### src/hw/rtl/rgr_pkg.sv
`timescale 1ns / 1ps

package rgr_pkg;

    // fixed port widths of the item fields
    localparam int IN_W  = 16;
    localparam int RES_W = 33;

    typedef logic [1:0] opcode_t;

    localparam opcode_t OP_ADD = 2'd0;
    localparam opcode_t OP_SUB = 2'd1;
    localparam opcode_t OP_MUL = 2'd2;
    localparam opcode_t OP_DIV = 2'd3;

    localparam logic STATUS_OK       = 1'b0;
    localparam logic STATUS_ZERO_DEN = 1'b1;

endpackage

### src/hw/rtl/rgr_in_if.sv
`timescale 1ns / 1ps

interface rgr_in_if import rgr_pkg::*; ();
    logic                   valid;
    logic                   ready;
    opcode_t                opcode;
    logic signed [IN_W-1:0] a_num;
    logic signed [IN_W-1:0] a_den;
    logic signed [IN_W-1:0] b_num;
    logic signed [IN_W-1:0] b_den;

    modport source (output valid, opcode, a_num, a_den, b_num, b_den, input ready);
    modport sink   (input valid, opcode, a_num, a_den, b_num, b_den, output ready);
endinterface

### src/hw/rtl/rgr_out_if.sv
`timescale 1ns / 1ps

interface rgr_out_if import rgr_pkg::*; ();
    logic                    valid;
    logic                    ready;
    logic signed [RES_W-1:0] res_num;
    logic signed [RES_W-1:0] res_den;
    logic                    status;

    modport source (output valid, res_num, res_den, status, input ready);
    modport sink   (input valid, res_num, res_den, status, output ready);
endinterface

### src/hw/rtl/rational_arith_gcd_reduce_top.sv
`timescale 1ns / 1ps

// Rational add, subtract, multiply and divide with gcd reduction. One item is
// taken when ready is high; ready stays low until that item's result is in the
// output register, which holds it until taken while the next item may enter.
// An item passes through three products on the single shared multiplier, a
// binary gcd loop of one shift or subtract per cycle, and two passes of a one
// bit per cycle divider. A zero raw denominator skips gcd and division and
// returns 0/0 with status set. The denominator keeps the sign the cross
// product gives.
module rational_arith_gcd_reduce_top import rgr_pkg::*; #(
    parameter int OPERAND_WIDTH = 16
) (
    input  logic      clk,
    input  logic      rst_n,
    rgr_in_if.sink    in,
    rgr_out_if.source out
);

    localparam int OW = OPERAND_WIDTH;
    localparam int NW = 2 * OW + 1;
    localparam int IW = (OW > IN_W) ? OW : IN_W;

    localparam logic [2:0] S_IDLE = 3'd0;
    localparam logic [2:0] S_MUL  = 3'd1;
    localparam logic [2:0] S_CHK  = 3'd2;
    localparam logic [2:0] S_GCD  = 3'd3;
    localparam logic [2:0] S_DIVN = 3'd4;
    localparam logic [2:0] S_DIVD = 3'd5;
    localparam logic [2:0] S_DONE = 3'd6;

    logic [2:0]              state_reg;
    logic [1:0]              cnt_reg;
    opcode_t                 op_reg;
    logic signed [OW-1:0]    an_reg;
    logic signed [OW-1:0]    ad_reg;
    logic signed [OW-1:0]    bn_reg;
    logic signed [OW-1:0]    bd_reg;
    logic signed [2*OW-1:0]  prod_reg;
    logic signed [NW-1:0]    num_reg;
    logic signed [NW-1:0]    den_reg;
    logic [NW-1:0]           g_reg;
    logic signed [RES_W-1:0] rnum_reg;
    logic signed [RES_W-1:0] rden_reg;
    logic                    rstat_reg;
    logic                    ovalid_reg;
    logic signed [RES_W-1:0] onum_reg;
    logic signed [RES_W-1:0] oden_reg;
    logic                    ostat_reg;

    logic signed [OW-1:0]    mx;
    logic signed [OW-1:0]    my;
    logic signed [NW-1:0]    prod_ext;
    logic [NW-1:0]           num_mag;
    logic [NW-1:0]           den_mag;
    logic                    gcd_start;
    logic                    gcd_done;
    logic [NW-1:0]           gcd_g;
    logic                    div_start;
    logic [NW-1:0]           div_dividend;
    logic                    div_done;
    logic [NW-1:0]           div_q;
    logic [NW-1:0]           q_neg;
    logic signed [RES_W-1:0] q_res;
    logic                    in_fire;
    logic                    out_load;

    // take OPERAND_WIDTH low bits of a port field as a signed value (zero-extended if wider than the port)
    function automatic logic signed [OW-1:0] op_ext(input logic [IN_W-1:0] v);
        logic [IW-1:0] z;
        z = IW'(v);
        return $signed(z[OW-1:0]);
    endfunction

    assign in_fire  = in.valid && in.ready;
    assign in.ready = (state_reg == S_IDLE);
    assign out_load = (state_reg == S_DONE) && (!ovalid_reg || out.ready);

    // shared multiplier operand select, one product per cycle
    always_comb
    begin
        mx = (cnt_reg == 2'd0) ? an_reg : ad_reg;
        case (cnt_reg)
            2'd0:    my = (op_reg == OP_MUL) ? bn_reg : bd_reg;
            2'd1:    my = (op_reg == OP_MUL) ? bd_reg : bn_reg;
            default: my = (op_reg == OP_DIV) ? bn_reg : bd_reg;
        endcase
    end

    assign prod_ext = NW'(prod_reg);
    assign num_mag  = num_reg[NW-1] ? NW'(-num_reg) : NW'(num_reg);
    assign den_mag  = den_reg[NW-1] ? NW'(-den_reg) : NW'(den_reg);

    assign gcd_start    = (state_reg == S_CHK) && (den_reg != '0);
    assign div_start    = ((state_reg == S_GCD) && gcd_done)
                       || ((state_reg == S_DIVN) && div_done);
    assign div_dividend = (state_reg == S_GCD) ? num_mag : den_mag;

    // restore the sign of the value just divided
    always_comb
    begin
        q_neg = NW'(0) - div_q;
        if ((state_reg == S_DIVN) ? num_reg[NW-1] : den_reg[NW-1])
            q_res = RES_W'($signed(q_neg));
        else
            q_res = RES_W'($signed(div_q));
    end

    rgr_gcd #(.W(NW)) u_gcd (
        .clk   (clk),
        .rst_n (rst_n),
        .start (gcd_start),
        .a_in  (num_mag),
        .b_in  (den_mag),
        .done  (gcd_done),
        .g     (gcd_g)
    );

    rgr_div #(.W(NW)) u_div (
        .clk      (clk),
        .rst_n    (rst_n),
        .start    (div_start),
        .dividend (div_dividend),
        .divisor  ((state_reg == S_GCD) ? gcd_g : g_reg),
        .done     (div_done),
        .quotient (div_q)
    );

    // sequencer
    always_ff @(posedge clk or negedge rst_n)
    begin
        if (!rst_n)
        begin
            state_reg <= S_IDLE;
            cnt_reg   <= '0;
        end
        else
        begin
            unique case (state_reg)
                S_IDLE:
                begin
                    if (in_fire)
                    begin
                        op_reg    <= in.opcode;
                        an_reg    <= op_ext(in.a_num);
                        ad_reg    <= op_ext(in.a_den);
                        bn_reg    <= op_ext(in.b_num);
                        bd_reg    <= op_ext(in.b_den);
                        cnt_reg   <= '0;
                        state_reg <= S_MUL;
                    end
                end
                S_MUL:
                begin
                    prod_reg <= mx * my;
                    cnt_reg  <= cnt_reg + 1'b1;
                    case (cnt_reg)
                        2'd1: num_reg <= prod_ext;
                        2'd2:
                        begin
                            if (op_reg == OP_ADD)
                                num_reg <= num_reg + prod_ext;
                            else if (op_reg == OP_SUB)
                                num_reg <= num_reg - prod_ext;
                        end
                        2'd3:
                        begin
                            den_reg   <= prod_ext;
                            state_reg <= S_CHK;
                        end
                        default: ;
                    endcase
                end
                S_CHK:
                begin
                    if (den_reg == '0)
                    begin
                        rnum_reg  <= '0;
                        rden_reg  <= '0;
                        rstat_reg <= STATUS_ZERO_DEN;
                        state_reg <= S_DONE;
                    end
                    else
                        state_reg <= S_GCD;
                end
                S_GCD:
                begin
                    if (gcd_done)
                    begin
                        g_reg     <= gcd_g;
                        state_reg <= S_DIVN;
                    end
                end
                S_DIVN:
                begin
                    if (div_done)
                    begin
                        rnum_reg  <= q_res;
                        state_reg <= S_DIVD;
                    end
                end
                S_DIVD:
                begin
                    if (div_done)
                    begin
                        rden_reg  <= q_res;
                        rstat_reg <= STATUS_OK;
                        state_reg <= S_DONE;
                    end
                end
                S_DONE:
                begin
                    if (out_load)
                        state_reg <= S_IDLE;
                end
                default:
                    state_reg <= S_IDLE;
            endcase
        end
    end

    // output register
    always_ff @(posedge clk or negedge rst_n)
    begin
        if (!rst_n)
            ovalid_reg <= 1'b0;
        else if (out_load)
            ovalid_reg <= 1'b1;
        else if (out.ready)
            ovalid_reg <= 1'b0;
    end

    always_ff @(posedge clk)
    begin
        if (out_load)
        begin
            onum_reg  <= rnum_reg;
            oden_reg  <= rden_reg;
            ostat_reg <= rstat_reg;
        end
    end

    assign out.valid   = ovalid_reg;
    assign out.res_num = onum_reg;
    assign out.res_den = oden_reg;
    assign out.status  = ostat_reg;

    // checks
    a_busy_not_ready: assert property (@(posedge clk) disable iff (!rst_n)
        (state_reg != S_IDLE) |-> !in.ready)
        else $error("input ready while an item is in flight");

    a_div_nonzero: assert property (@(posedge clk) disable iff (!rst_n)
        (div_start && (state_reg == S_GCD)) |-> (gcd_g != '0))
        else $error("division started with zero gcd");

    a_zero_den_result: assert property (@(posedge clk) disable iff (!rst_n)
        (out.valid && (out.status == STATUS_ZERO_DEN)) |->
        ((out.res_num == '0) && (out.res_den == '0)))
        else $error("zero denominator result is not 0/0");

endmodule

### src/hw/rtl/rgr_gcd.sv
`timescale 1ns / 1ps

module rgr_gcd #(
    parameter int W = 33
) (
    input  logic         clk,
    input  logic         rst_n,
    input  logic         start,
    input  logic [W-1:0] a_in,
    input  logic [W-1:0] b_in,
    output logic         done,
    output logic [W-1:0] g
);

    localparam int KW = $clog2(W + 1);

    localparam logic [1:0] S_IDLE  = 2'd0;
    localparam logic [1:0] S_RUN   = 2'd1;
    localparam logic [1:0] S_SHIFT = 2'd2;

    logic [1:0]    state_reg;
    logic [W-1:0]  a_reg;
    logic [W-1:0]  b_reg;
    logic [W-1:0]  g_reg;
    logic [KW-1:0] k_reg;
    logic          done_reg;

    // binary gcd: one shift or one subtract per cycle, then restore common twos
    always_ff @(posedge clk or negedge rst_n)
    begin
        if (!rst_n)
        begin
            state_reg <= S_IDLE;
            done_reg  <= 1'b0;
        end
        else
        begin
            done_reg <= 1'b0;
            unique case (state_reg)
                S_IDLE:
                begin
                    if (start)
                    begin
                        a_reg     <= a_in;
                        b_reg     <= b_in;
                        k_reg     <= '0;
                        state_reg <= S_RUN;
                    end
                end
                S_RUN:
                begin
                    if (a_reg == '0)
                    begin
                        g_reg     <= b_reg;
                        state_reg <= S_SHIFT;
                    end
                    else if (b_reg == '0)
                    begin
                        g_reg     <= a_reg;
                        state_reg <= S_SHIFT;
                    end
                    else if (!a_reg[0] && !b_reg[0])
                    begin
                        a_reg <= a_reg >> 1;
                        b_reg <= b_reg >> 1;
                        k_reg <= k_reg + 1'b1;
                    end
                    else if (!a_reg[0])
                        a_reg <= a_reg >> 1;
                    else if (!b_reg[0])
                        b_reg <= b_reg >> 1;
                    else if (a_reg >= b_reg)
                        a_reg <= a_reg - b_reg;
                    else
                        b_reg <= b_reg - a_reg;
                end
                S_SHIFT:
                begin
                    if (k_reg == '0)
                    begin
                        done_reg  <= 1'b1;
                        state_reg <= S_IDLE;
                    end
                    else
                    begin
                        g_reg <= g_reg << 1;
                        k_reg <= k_reg - 1'b1;
                    end
                end
                default:
                    state_reg <= S_IDLE;
            endcase
        end
    end

    assign done = done_reg;
    assign g    = g_reg;

endmodule

### src/hw/rtl/rgr_div.sv
`timescale 1ns / 1ps

module rgr_div #(
    parameter int W = 33
) (
    input  logic         clk,
    input  logic         rst_n,
    input  logic         start,
    input  logic [W-1:0] dividend,
    input  logic [W-1:0] divisor,
    output logic         done,
    output logic [W-1:0] quotient
);

    localparam int CW = $clog2(W + 1);

    logic          busy_reg;
    logic          done_reg;
    logic [CW-1:0] cnt_reg;
    logic [W-1:0]  q_reg;
    logic [W-1:0]  d_reg;
    logic [W:0]    rem_reg;
    logic [W:0]    trial;
    logic [W:0]    diff;
    logic          fits;

    // restoring division, one quotient bit per cycle
    assign trial = {rem_reg[W-1:0], q_reg[W-1]};
    assign diff  = trial - {1'b0, d_reg};
    assign fits  = trial >= {1'b0, d_reg};

    always_ff @(posedge clk or negedge rst_n)
    begin
        if (!rst_n)
        begin
            busy_reg <= 1'b0;
            done_reg <= 1'b0;
        end
        else
        begin
            done_reg <= 1'b0;
            if (!busy_reg)
            begin
                if (start)
                begin
                    busy_reg <= 1'b1;
                    q_reg    <= dividend;
                    d_reg    <= divisor;
                    rem_reg  <= '0;
                    cnt_reg  <= CW'(W);
                end
            end
            else
            begin
                rem_reg <= fits ? diff : trial;
                q_reg   <= {q_reg[W-2:0], fits};
                cnt_reg <= cnt_reg - 1'b1;
                if (cnt_reg == CW'(1))
                begin
                    busy_reg <= 1'b0;
                    done_reg <= 1'b1;
                end
            end
        end
    end

    assign done     = done_reg;
    assign quotient = q_reg;

endmodule
### src/flat_wrapper.sv
// flat-port wrapper written by rule: the top's interface ports become plain ports
module rational_arith_gcd_reduce_top_flat import rgr_pkg::*;
#(
    parameter int OPERAND_WIDTH = 16
)
  (clk, rst_n, in_valid, in_opcode, in_a_num, in_a_den, in_b_num, in_b_den, in_ready, out_valid, out_res_num, out_res_den, out_status, out_ready);
  rgr_in_if in_i ();
  rgr_out_if out_i ();
  input  logic clk;
  input  logic rst_n;
  input wire logic [$bits(in_i.valid)-1:0] in_valid;
  input wire logic [$bits(in_i.opcode)-1:0] in_opcode;
  input wire logic [$bits(in_i.a_num)-1:0] in_a_num;
  input wire logic [$bits(in_i.a_den)-1:0] in_a_den;
  input wire logic [$bits(in_i.b_num)-1:0] in_b_num;
  input wire logic [$bits(in_i.b_den)-1:0] in_b_den;
  output wire logic [$bits(in_i.ready)-1:0] in_ready;
  output wire logic [$bits(out_i.valid)-1:0] out_valid;
  output wire logic [$bits(out_i.res_num)-1:0] out_res_num;
  output wire logic [$bits(out_i.res_den)-1:0] out_res_den;
  output wire logic [$bits(out_i.status)-1:0] out_status;
  input wire logic [$bits(out_i.ready)-1:0] out_ready;
  assign in_i.valid = in_valid;
  assign in_i.opcode = in_opcode;
  assign in_i.a_num = in_a_num;
  assign in_i.a_den = in_a_den;
  assign in_i.b_num = in_b_num;
  assign in_i.b_den = in_b_den;
  assign in_ready = in_i.ready;
  assign out_valid = out_i.valid;
  assign out_res_num = out_i.res_num;
  assign out_res_den = out_i.res_den;
  assign out_status = out_i.status;
  assign out_i.ready = out_ready;
  rational_arith_gcd_reduce_top #(.OPERAND_WIDTH(OPERAND_WIDTH)) u_core (.clk(clk), .rst_n(rst_n), .in(in_i), .out(out_i));
endmodule
### config.mk
export PLATFORM = sky130hd
export DESIGN_NAME = rational_arith_gcd_reduce_top_flat
export DESIGN_NICKNAME = d
export VERILOG_FILES = /design/src/hw/rtl/rgr_pkg.sv /design/src/hw/rtl/rgr_in_if.sv /design/src/hw/rtl/rgr_out_if.sv /design/src/hw/rtl/rational_arith_gcd_reduce_top.sv /design/src/hw/rtl/rgr_gcd.sv /design/src/hw/rtl/rgr_div.sv /design/src/flat_wrapper.sv
export SDC_FILE = /design/constraint.sdc
export NUM_CORES = 2
export LEC_CHECK = 0
export BUFFER_PORTS_ARGS = -buffer_cell sky130_fd_sc_hd__buf_2
export CORE_MARGIN = 3
export CORE_UTILIZATION = 40
export DETAILED_ROUTE_END_ITERATION = 12
export PLACE_DENSITY = 0.56
export SYNTH_ARGS = -nofsm -noshare
export SYNTH_HDL_FRONTEND = slang
export SYNTH_SLANG_ARGS = --single-unit
### constraint.sdc
create_clock -name clk -period 8.6 [get_ports clk]
set_clock_uncertainty 0.15 [all_clocks]
set_input_delay 1.72 -clock clk [delete_from_list [all_inputs] [get_ports clk]]
set_output_delay 1.72 -clock clk [all_outputs]
set_load 0.02 [all_outputs]
==> implementation parameters <==
Parameter                              Value

Status
  Run status ... completed

GRT
  Largest net degree at the start of global routing ... 73
  Vias in the first global route ... 30800
  Global-route usage over all layers ... 0.225
  Total congestion overflow ... 0
  Wire length of the first global-routing pass ... 188000 um
  Number of antenna violations at the first check in global routing ... 6

Logic synthesis
  Post-synthesis adder-cell area fraction ... 0.197
  Cell type contributing the most total cell area after synthesis ... edfxtp_1
  Part of the Yosys area used for sequential elements ... 0.392
  Flip-flop and latch count after synthesis ... 551
  Post-synth EDFFs ... 540
  Post-synthesis cell count ... 4226
  Cell area after technology mapping ... 0.0421 mm^2
  List of most frequent post-synthesis cells ... 540 x edfxtp_1, 449 x inv_1, 435 x nand2_1, 412 x nor2_1, 276 x a21oi_1
  Mux cell area share after synthesis ... 0.0255
  Xor-xnor portion of the synthesized cell area ... 0.0573
  Post-synthesis compound-gate area fraction ... 0.133
  Prevailing post-synth register cell ... edfxtp_1
  Library cells used by synthesis ... 84
  Combinational family with the most area after synthesis ... adder cells
  FFs w/ async S/R, synth ... 0.0200
  Ys Warns ... 0
  Area fraction in and, or, nand and nor cells after synthesis ... 0.139
  Synthesized netlist net count ... 4797
  Cells taking the most area after synthesis ... edfxtp_1 39%, fa_1 13%, ha_1 7.0%
  Leading cell type by number of instances after synthesis ... edfxtp_1
  Area share of the largest cell type after synthesis ... 0.386
  Mean cell area of the mapped netlist ... 9.95 um^2

Timing
  Max_slew headroom ... 0.270
  Period Utilization, post-route ... 0.945
  RSZ-0062 raised after global routing ... false
  Worst-margin pin slew ... 1.09 ns
  Count of endpoints failing hold in the final timing report ... 0
  Highest clock rate ... 123 MHz
  Sum Neg Setup Slack ... 0 ns
  Pins Over Slew Limit ... 0
  Final critical delay including setup and external delays ... 8.13 ns
  Final setup viols ... 0

Floorplan
  Die Ht ... 330 um
  IO Pins ... 139
  Row count ... 118
  Starting utilization of the core area ... 0.405
  Width of the die ... 330 um
  Standard cell core area ... 0.104 mm^2
  Overall die area ... 0.109 mm^2

Critical path
  Crit path max fanout ... 16
  CP dominant cell by count ... fa_1
  Kind of end point of the critical path ... register
  Required time at the endpoint of the critical path ... 8.81 ns
  Largest stage delay on the critical path ... 0.54 ns
  Arrival time at the worst endpoint ... 8.34 ns
  Critical path type ... reg -> reg
  Depth of the worst register-to-register path ... 28
  Slowest library cell on the worst path ... fa_1
  Critical path launch point type ... register

Detailed routing
  Total number of vias ... 31600
  Uppermost layer routed ... met4
  Detailed route wirelength on metal3 ... 8780 um
  Number of violations reported at the end of detailed-routing iteration 0 ... 3078
  Met1 layer wirelength in the final routing ... 57800 um
  Routed WL ... 121000 um
  Vias per Instance ... 5.48
  DR WL met2 ... 52200 um
  DRC viols ... 0
  Antenna-violating nets left ... 0
  Wire length per cell ... 21.0 um
  First-pass DRT Iterations ... 7

Layout
  Filler-free cell count of the finished design ... 5772
  Diodes inserted ... 0
  Fraction of layout cells with a size suffix above 1 ... 0.0954
  P&R area growth vs syn ... 11.3%
  Final design instance area without fill ... 0.0468 mm^2
  Post-layout nets ... 4911

Placed design
  Post-detailed-placement cell area ... 0.0446 mm^2
  Placer congestion estimate ... 0.934
  Number of buffer cells added on primary ports ... 138
  Hpwl dp ... 94100 um
  Placed cell count ... 5652

Clock network
  Skew-Pair Late Insertion Delay ... 0.64 ns
  Clock sink count ... 551
  Clock root buffer ... clkbuf_16
  TritonCTS clock tree ... built
  H-tree levels ... 3
  Number of buffers on the longest clock path ... 3
  Number of gates resized after CTS ... 0
  Post-CTS setup-driven buffer insertion count ... 0
  Cts-stage hold buffer count ... 0
  Clock-pin slew reported for the worst setup and hold paths after clock tree synthesis ... 0.06 ns
  Number of buffers created by CTS ... 66

Worst hold path
  Hold Crit Class ... reg -> reg
  Hold Crit Depth ... 0

Run
  Max cap viols ... 0
critical path: cells and delay by family (launching register included):
kind | cells | cell delay, ns
buffers and inverters | 7 | 0.77
AND/OR/NAND/NOR | 4 | 1.09
flip-flops | 1 | 0.40
AO/OA/AOI/OAI | 8 | 1.73
XOR/XNOR | 1 | 0.13
adder cells (fa/ha/maj) | 8 | 3.57
through the flow:
step                utilization  hold slack [ns]  setup slack (ns)
finish                    0.450            0.267             0.475
CTS                       0.450            0.268             0.405
global route              0.450            0.272            0.0212
detailed placement        0.429            0.255             0.443
floorplan                     -            0.250             0.525
global placement          0.429            0.251             0.505
cell usage in the layout, fill, tap and decap left out, types with 58 or more instances in the layout:
| cell | n |
|---|---|
| buf_4 | 87 |
| nand3_1 | 81 |
| a21oi_1 | 274 |
| nor3_1 | 58 |
| edfxtp_1 | 540 |
| xor2_1 | 107 |
| nor2_1 | 411 |
| mux2i_1 | 61 |
| xnor2_1 | 168 |
| inv_1 | 449 |
| clkbuf_16 | 67 |
| ha_1 | 231 |
| buf_2 | 138 |
| nand2_1 | 435 |
| fa_1 | 267 |
| o21ai_0 | 197 |
| a21o_1 | 86 |
per-layer routing:
layer / global-route usage / up-vias
met2: 0.336 / 993
met5: 0 / -
met1: 0.339 / 15500
met3: 0.0373 / 150
met4: 0.0540 / 0
li1: - / 15000
cell families after synthesis:
logic type      after synthesis
compound gates              889
xor+xnor                    275
fa+ha+maj                   501
buf+inv                     631
flops                       551
mux                         102
simple gates               1277
area by class of cell:
cell class                 count  area [um^2]
fill                       10000        57100
clock inverter                40          515
multi-input combinational   3044        23300
timing repair buffer         226         1360
inverter                     451         1690
sequential                   551        16500
tap                         1380         1730
clock buffer                  80         1730
final timing paths:
check,start,end,slack (ns)
max,u_core.cnt_reg[0]$_DFFE_PN0P_,u_core.prod_reg[31]$_DFFE_PP_,0.47
min,u_core.rden_reg[0]$_SDFFCE_PP0P_,u_core.out.res_den[0]$_DFFE_PP_,0.27
max reg2reg,u_core.cnt_reg[0]$_DFFE_PN0P_,u_core.prod_reg[31]$_DFFE_PP_,0.47
min reg2reg,u_core.rden_reg[0]$_SDFFCE_PP0P_,u_core.out.res_den[0]$_DFFE_PP_,0.27
max in group asynchronous,rst_n,u_core.u_div.busy_reg$_DFF_PN0_,6.98
min in group asynchronous,rst_n,u_core.out.valid$_DFFE_PN0P_,0.93
Power is left out: the tool's default activity adds up to more than one toggle a clock period on the data nets, which glitch-free logic cannot reach.
